**src/sv/rhc_pkg.sv**
```systemverilog
// Package for the RGB to HSV converter: payload types, constants.
// No dependencies.
`timescale 1ns / 1ps
package rhc_pkg;
    localparam int HueSixty = 3840;
    localparam int HueFull  = 23040;
    localparam int DivSteps = 17;
    localparam int QDepth = 4;
    localparam int QAW = 2;

    typedef struct packed {
        logic [7:0] red;
        logic [7:0] green;
        logic [7:0] blue;
    } pixel_t;

    typedef struct packed {
        logic [14:0] hue_angle;
        logic [15:0] saturation;
        logic [7:0]  brightness;
    } hsv_t;

    typedef enum logic [1:0] {
        SEC_GREY  = 2'd0,
        SEC_RED   = 2'd1,
        SEC_GREEN = 2'd2,
        SEC_BLUE  = 2'd3
    } sector_t;

    // classified item handed from front to back
    typedef struct packed {
        sector_t     sector;
        logic        neg;       // set when the first hue term is below the second (green < blue in red sector)
        logic [7:0]  diff;      // |channel difference| for hue numerator
        logic [7:0]  d;         // max - min
        logic [7:0]  mx;
    } cls_t;
endpackage

```
**src/sv/rhc_front.sv**
```systemverilog
// Front: finds max, min, sector and hue numerator terms of a pixel.
// Depends on rhc_pkg.
`timescale 1ns / 1ps
module rhc_front (
    input  logic           clk,
    input  logic           rst_n,
    input  rhc_pkg::pixel_t pix,
    input  logic           in_valid,
    output rhc_pkg::cls_t  cls,
    output logic           out_valid
);
    import rhc_pkg::*;
    logic [7:0] mx, mn, a, b;
    sector_t sec;
    cls_t cls_reg, cls_next;
    logic valid_reg;

    always_comb
    begin
        mx = pix.red;
        mn = pix.red;
        if (pix.green > mx) mx = pix.green;
        if (pix.blue > mx) mx = pix.blue;
        if (pix.green < mn) mn = pix.green;
        if (pix.blue < mn) mn = pix.blue;
        if (mx == mn)
        begin
            sec = SEC_GREY; a = 8'd0; b = 8'd0;
        end
        else if (mx == pix.blue)
        begin
            sec = SEC_BLUE; a = pix.red; b = pix.green;
        end
        else if (mx == pix.green)
        begin
            sec = SEC_GREEN; a = pix.blue; b = pix.red;
        end
        else
        begin
            sec = SEC_RED; a = pix.green; b = pix.blue;
        end
        cls_next.sector = sec;
        cls_next.neg    = (a < b);
        cls_next.diff   = (a < b) ? (b - a) : (a - b);
        cls_next.d      = mx - mn;
        cls_next.mx     = mx;
    end

    always_ff @(posedge clk or negedge rst_n)
    begin
        if (!rst_n)
            valid_reg <= 1'b0;
        else
            valid_reg <= in_valid;
    end

    always_ff @(posedge clk)
    begin
        if (in_valid)
            cls_reg <= cls_next;
    end

    assign cls = cls_reg;
    assign out_valid = valid_reg;
endmodule

```
**src/sv/rhc_queue.sv**
```systemverilog
// Short FIFO of classified pixels between front and back.
// Depends on rhc_pkg.
`timescale 1ns / 1ps
module rhc_queue (
    input  logic          clk,
    input  logic          rst_n,
    input  logic          wr,
    input  rhc_pkg::cls_t wdata,
    input  logic          rd,
    output rhc_pkg::cls_t rdata,
    output logic          empty
);
    import rhc_pkg::*;
    // back drains every cycle it sees an entry, so occupancy never exceeds one
    cls_t mem [QDepth];
    logic [QAW-1:0] wp_reg, rp_reg;
    logic [QAW:0] cnt_reg;

    always_ff @(posedge clk or negedge rst_n)
    begin
        if (!rst_n)
        begin
            wp_reg  <= '0;
            rp_reg  <= '0;
            cnt_reg <= '0;
        end
        else
        begin
            if (wr) wp_reg <= wp_reg + 1'b1;
            if (rd) rp_reg <= rp_reg + 1'b1;
            cnt_reg <= cnt_reg + (QAW+1)'(wr) - (QAW+1)'(rd);
        end
    end

    always_ff @(posedge clk)
    begin
        if (wr) mem[wp_reg] <= wdata;
    end

    assign rdata = mem[rp_reg];
    assign empty = (cnt_reg == '0);
endmodule

```
**src/sv/rhc_back.sv**
```systemverilog
// Back: pipelined restoring dividers for hue and saturation, one pixel per clock.
// Depends on rhc_pkg.
`timescale 1ns / 1ps
module rhc_back (
    input  logic          clk,
    input  logic          rst_n,
    input  rhc_pkg::cls_t cls,
    input  logic          in_valid,
    output rhc_pkg::hsv_t res,
    output logic          out_valid
);
    import rhc_pkg::*;
    // per stage: hue dividend 3840*diff (20b), sat dividend d*65535 (24b)
    typedef struct packed {
        logic [23:0] snum;
        logic [19:0] hnum;
        logic [16:0] sq;
        logic [16:0] hq;
        logic [8:0]  srem;
        logic [8:0]  hrem;
        sector_t     sector;
        logic        neg;
        logic [7:0]  d;
        logic [7:0]  mx;
    } stg_t;

    stg_t st_reg [DivSteps+1];
    logic [DivSteps:0] v_reg;
    stg_t st_next [DivSteps+1];
    logic [14:0] hue;
    logic [15:0] hoff;
    logic [15:0] hq16;
    logic        hadj;

    always_comb
    begin
        st_next[0].snum   = 24'(cls.d) * 24'd65535;
        st_next[0].hnum   = 20'(cls.diff) * 20'(HueSixty);
        st_next[0].sq     = '0;
        st_next[0].hq     = '0;
        st_next[0].srem   = '0;
        st_next[0].hrem   = '0;
        st_next[0].sector = cls.sector;
        st_next[0].neg    = cls.neg;
        st_next[0].d      = cls.d;
        st_next[0].mx     = cls.mx;
        for (int i = 1; i <= DivSteps; i++)
        begin
            logic [8:0] sr, hr;
            st_next[i] = st_reg[i-1];
            // sat: shift in 24 bits over 17 steps -> first step takes 8 bits
            if (i == 1)
            begin
                sr = {1'b0, st_reg[0].snum[23:16]};
                hr = {5'b0, st_reg[0].hnum[19:16]};
            end
            else
            begin
                sr = {st_reg[i-1].srem[7:0], st_reg[i-1].snum[16-i+1]};
                hr = {st_reg[i-1].hrem[7:0], st_reg[i-1].hnum[16-i+1]};
            end
            if (i == 1)
            begin
                st_next[i].srem = (st_reg[0].mx != 0 && sr >= {1'b0, st_reg[0].mx})
                    ? sr - {1'b0, st_reg[0].mx} : sr;
                st_next[i].hrem = (st_reg[0].d != 0 && hr >= {1'b0, st_reg[0].d})
                    ? hr - {1'b0, st_reg[0].d} : hr;
            end
            else
            begin
                st_next[i].sq = {st_reg[i-1].sq[15:0],
                                 (sr >= {1'b0, st_reg[i-1].mx})};
                st_next[i].hq = {st_reg[i-1].hq[15:0],
                                 (hr >= {1'b0, st_reg[i-1].d})};
                st_next[i].srem = (sr >= {1'b0, st_reg[i-1].mx})
                    ? sr - {1'b0, st_reg[i-1].mx} : sr;
                st_next[i].hrem = (hr >= {1'b0, st_reg[i-1].d})
                    ? hr - {1'b0, st_reg[i-1].d} : hr;
            end
        end
    end

    always_ff @(posedge clk or negedge rst_n)
    begin
        if (!rst_n)
            v_reg <= '0;
        else
            v_reg <= {v_reg[DivSteps-1:0], in_valid};
    end

    always_ff @(posedge clk)
    begin
        for (int i = 0; i <= DivSteps; i++)
            st_reg[i] <= st_next[i];
    end

    // quotients: dividend bits 15..0 remain after first step leaves high part as
    // remainder (< divisor since quotient of high part is 0 given d*65535/mx <= 65535).
    always_comb
    begin
        hq16 = st_reg[DivSteps].hq[15:0];
        case (st_reg[DivSteps].sector)
            SEC_BLUE:  hoff = 16'd15360;
            SEC_GREEN: hoff = 16'd7680;
            SEC_RED:   hoff = st_reg[DivSteps].neg ? 16'(HueFull) : 16'd0;
            default:   hoff = 16'd0;
        endcase
        // blue/green numerators stay positive, so a negative term rounds up
        hadj = (st_reg[DivSteps].sector != SEC_RED) && (st_reg[DivSteps].hrem != '0);
        if (st_reg[DivSteps].sector == SEC_GREY)
            hue = '0;
        else if (st_reg[DivSteps].neg)
            hue = 15'(hoff - hq16 - 16'(hadj));
        else
            hue = 15'(hoff + hq16);
        res.hue_angle  = hue;
        res.saturation = (st_reg[DivSteps].mx == 0) ? 16'd0 : st_reg[DivSteps].sq[15:0];
        res.brightness = st_reg[DivSteps].mx;
    end

    assign out_valid = v_reg[DivSteps];
endmodule

```
**src/sv/rgb_to_hsv_converter_top.sv**
```systemverilog
// Top level of the RGB to HSV converter.
// Depends on rhc_pkg, rhc_front, rhc_queue, rhc_back.
`timescale 1ns / 1ps
// Usage:
//  Input channel is a queue push port: drive a pixel and push; it is taken
//  on a clock edge where push is high and full is low.
//  Output channel is a queue pop port: while empty is low the oldest result
//  (hue_angle, saturation, brightness) is on result; pop takes it.
//  Throughput: one pixel per clock while full is low. The front registers
//  its classification, a short queue passes it on, and the back runs a
//  17-stage pipelined divider.
//  The output queue holds every result still in flight, so full rises when
//  results in queue plus pixels in the pipe reach its depth; a stalled
//  receiver then stops intake, and no result is dropped.
//  Reset (rst_n low, asynchronous) empties the pipe and queue.
module rgb_to_hsv_converter_top (
    input  logic            clk,
    input  logic            rst_n,
    input  rhc_pkg::pixel_t pixel,
    input  logic            push,
    output logic            full,
    output rhc_pkg::hsv_t   result,
    output logic            empty,
    input  logic            pop
);
    import rhc_pkg::*;
    localparam int Lat = DivSteps + 3;
    localparam int OD = 32;
    localparam int OAW = 5;

    cls_t cls, cls_q;
    logic cls_v, q_empty, q_rd, res_v, acc, take;
    hsv_t res;
    logic [OAW:0] credit_reg;
    hsv_t omem [OD];
    logic [OAW-1:0] wp_reg, rp_reg;
    logic [OAW:0] cnt_reg;

    assign acc  = push && !full;
    assign take = pop && !empty;
    assign q_rd = !q_empty;
    // credits cover pipe occupancy plus queued results
    assign full = (credit_reg == (OAW+1)'(OD));

    rhc_front u_front (
        .clk(clk), .rst_n(rst_n), .pix(pixel), .in_valid(acc),
        .cls(cls), .out_valid(cls_v)
    );
    rhc_queue u_queue (
        .clk(clk), .rst_n(rst_n), .wr(cls_v), .wdata(cls),
        .rd(q_rd), .rdata(cls_q), .empty(q_empty)
    );
    rhc_back u_back (
        .clk(clk), .rst_n(rst_n), .cls(cls_q), .in_valid(q_rd),
        .res(res), .out_valid(res_v)
    );

    always_ff @(posedge clk or negedge rst_n)
    begin
        if (!rst_n)
        begin
            credit_reg <= '0;
            wp_reg <= '0;
            rp_reg <= '0;
            cnt_reg <= '0;
        end
        else
        begin
            credit_reg <= credit_reg + (OAW+1)'(acc) - (OAW+1)'(take);
            if (res_v) wp_reg <= wp_reg + 1'b1;
            if (take) rp_reg <= rp_reg + 1'b1;
            cnt_reg <= cnt_reg + (OAW+1)'(res_v) - (OAW+1)'(take);
        end
    end

    always_ff @(posedge clk)
    begin
        if (res_v) omem[wp_reg] <= res;
    end

    assign result = omem[rp_reg];
    assign empty = (cnt_reg == '0) || (Lat == 0);
endmodule

```
**config.mk**
```make
export PLATFORM = sky130hd
export DESIGN_NAME = rgb_to_hsv_converter_top
export DESIGN_NICKNAME = d
export VERILOG_FILES = /design/src/sv/rhc_pkg.sv /design/src/sv/rhc_front.sv /design/src/sv/rhc_queue.sv /design/src/sv/rhc_back.sv /design/src/sv/rgb_to_hsv_converter_top.sv
export SDC_FILE = /design/constraint.sdc
export NUM_CORES = 2
export LEC_CHECK = 0
export BUFFER_PORTS_ARGS = -buffer_cell sky130_fd_sc_hd__buf_2
export CAP_MARGIN = 20
export CORE_UTILIZATION = 30
export DETAILED_ROUTE_END_ITERATION = 8
export PLACE_DENSITY = 0.5
export SETUP_SLACK_MARGIN = 0.02
export SKIP_LAST_GASP = 1
export SYNTH_ARGS = -nofsm -noshare
export SYNTH_HDL_FRONTEND = slang
export SYNTH_HIERARCHICAL = 1
export SYNTH_SLANG_ARGS = --single-unit
```
**constraint.sdc**
```tcl
create_clock -name clk -period 9.3 [get_ports clk]
set_input_delay 0.465 -clock clk [delete_from_list [all_inputs] [get_ports clk]]
set_output_delay 0.465 -clock clk [all_outputs]
set_load 0.1 [all_outputs]
```
==> impl_metrics.toml <==
[outcome]
outcome = "finished, violations left"
violations = "DRC"

[routing]
first_pass_iters = 7
via_count = 55150
wl_per_cell_um = 19.75
routed_wl_mm = 232.8
drt-initial-drc-count = 3784
avgViaCountPerCell = 4.679
postRouteAntennaNets = 0
post-route-drc-count = 14

[grt]
grt_max_degree = 154
grt-ovfl-total = 0
antenna_found_initial = 8
grt_pass1_vias = 56450
grt_pass1_wl_mm = 349.6
grt.total_usage_pct = 13.81

[critical_path]
cp-start-kind = "primary input"
end_kind = "flop"
worst_path_largest_cell_delay_ps = 590
critPathRequiredTime_ps = 9850
crit_end = "u_front/cls[21]"
crit-reg2reg-launch = "u_queue/rp_reg[0]"
worstPathArrival_ps = 8430
reg2reg_slack_ps = 3710
reg2reg_depth = 16
crit_start = "pixel[21]"
r2r-end = "u_back/st_reg[0][114]"
crit_fanout = 28
cp_slowest_cell = "a211oi_2"
critical_path_class = "in -> reg"

[cts]
clockBufferDepth = 4
cts_resized = 0
numCtsBuffers = 276
path_clk_slew_ps = 60
ctsHoldBuffers = 1
cts_sinks = 2477
clk_latency_ps = 880
clock_tree.root_cell = "clkbuf_16"
cts_tree = "built"
htreeDepth = 5
cts_setup_buffers = 0

[floorplan]
row_count = 209
core_um2 = 324500
die_w_um = 573.5
die_area_um2 = 328900
die_h_um = 573.5
start_util_pct = 30.19
ioPinCount = 69

[timing]
rsz0062_at_grt = "false"
finalCriticalPeriod_ps = 7875
skew_ps = 74.21
finalSetupTns_ps = 0
finalMaxSlewViolations = 0
slew_headroom_pct = 4.873
finalCritPeriodShare_pct = 84.68
final_hold_viol_count = 0
tightest_slew_ps = 1427
max_clock_freq_mhz = 127.0
setup_viol = 0

[synth]
netlist-cell-type-count = 105
synth_enable_flop_cells = 1383
ys_seq_area_share_pct = 64.99
synthCells = 7002
synth_seq_cells = 2477
avgSynthCellArea_um2 = 13.99
yosysWarnings = 6
syn_area_um2 = 97970
synth_ff_type = "edfxtp_1"
synth_nets = 7534
async_flop_share_pct = 1.938
synth_top_area_share_pct = 42.39
yosysTopAreaCell = "edfxtp_1"
synth_area_leaders = "edfxtp_1 (42%), dfxtp_1 (21%), mux2i_1 (7.2%), ha_1 (5.4%), a22oi_1 (2.5%)"

[flow_run]
drv_cap = 0

[final_layout]
largest_reg_flops = 1248
seq_area_um2 = 63680
nFillCells = 31050
drive_gt1_share_pct = 11.48
multi_input_comb_area_um2 = 31370
area_growth_pct = 15.45
final_cells = 11790
final_nets = 7784

[hold_path]
min_path_cells = 3
hold_class = "in -> reg"

[placement]
gp_congestion = 0.7792
port_buffers = 68
dp.cells = 11280
hpwlAfterDp_mm = 136.8
placed cells by master (no fill, tap or decap), drive strengths merged, types with 18 or more instances in the layout:
cell,n
edfxtp,1383
dfxtp,1046
mux2i,702
inv,578
ha,422
clkbuf,363
nor2,347
a22oi,326
o21ai,218
buf,179
nand2,172
a21oi,135
nand4,119
mux2,104
xnor2,103
nor2b,88
nor3,86
fa,82
nand3,80
o21a,80
clkinv,78
a21boi,68
xor2,57
a21o,52
dfrtp,48
o31ai,47
and2,45
nand2b,35
and3,34
mux4,27
a211oi,27
bufinv,25
nor4,20
o21bai,18
a31oi,18
or4,18
area by class of cell:
type                            instances  share of cell area (%)
Timing Repair Buffer                  181                   1.298
Tap cell                             4325                   4.784
Clock buffer                          362                   6.669
Clock inverter                        123                   1.331
Sequential cell                      2477                   56.30
Inverter                              566                   1.878
Multi-Input combinational cell       3750                   27.74
Antenna cell                            2                0.004425
layer usage:
| layer | up-vias | wire length [um] | GRT usage, % |
|---|---|---|---|
| li1 | 26230 | - | - |
| met1 | 27540 | 104700 | 18.10 |
| met2 | 1055 | 112800 | 23.68 |
| met3 | 318 | 10520 | 2.150 |
| met4 | 0 | 4826 | 3.550 |
| met5 | - | 0 | 0 |
cell usage after synthesis, drive strengths merged (82+ instances only):
cell,number
edfxtp,1383
dfxtp,1046
mux2i,702
inv,563
ha,422
nor2,347
a22oi,326
o21ai,218
nand2,172
buf,151
a21oi,135
nand4,119
mux2,104
xnor2,103
nor2b,88
nor3,86
fa,82
critical path: cells and delay by family:
kind | cells | cell delay, ps
AO/OA/AOI/OAI | 12 | 3230
adder cells (fa/ha/maj) | 5 | 1730
XOR/XNOR | 1 | 150
buffers and inverters | 5 | 880
AND/OR/NAND/NOR | 10 | 1930
metrics by stage:
stage | area, um^2 | hold WS [ps] | util (%) | setup WS, ps
2_1_floorplan | 97970 | 169.4 | - | 1891
3_5_place_dp | 103700 | 312.1 | 31.97 | 530.1
5_1_grt | 113100 | 244.9 | 34.85 | 779.9
6_report | 113100 | 245.2 | 34.85 | 1425
4_1_cts | 112800 | 156.6 | 34.76 | 1421
3_3_place_gp | 103600 | 309.6 | 31.94 | 311.9
logic make-up (layout without fill, tap and decap cells):
family,after synthesis,after routing,synth area share [%]
flip-flops,2477,2477,64.99
AND/OR/NAND/NOR,1145,1145,6.159
AO/OA/AOI/OAI,1108,1108,8.009
multiplexers,833,833,9.003
buffers and inverters,775,1232,3.345
adder cells (fa/ha/maj),504,504,7.065
XOR/XNOR,160,160,1.430
other,0,2,0
how the worst min path moves through the flow:
| stage | from | to | slack [ps] |
|---|---|---|---|
| 6_report | pixel[7] | u_front/cls[7] | 250 |
| 2_1_floorplan | rst_n | cnt_reg[0] | 170 |
| 4_1_cts | pixel[7] | u_front/cls[7] | 160 |
| 5_1_grt | pop | rp_reg[0] | 240 |
| 3_3_place_gp | u_back/st_reg[4][37] | u_back/st_reg[5][38] | 310 |
| 3_5_place_dp | u_back/st_reg[2][96] | u_back/st_reg[3][96] | 310 |
Power is left out: the tool's default activity adds up to more than one toggle a clock period on the data nets, which glitch-free logic cannot reach.
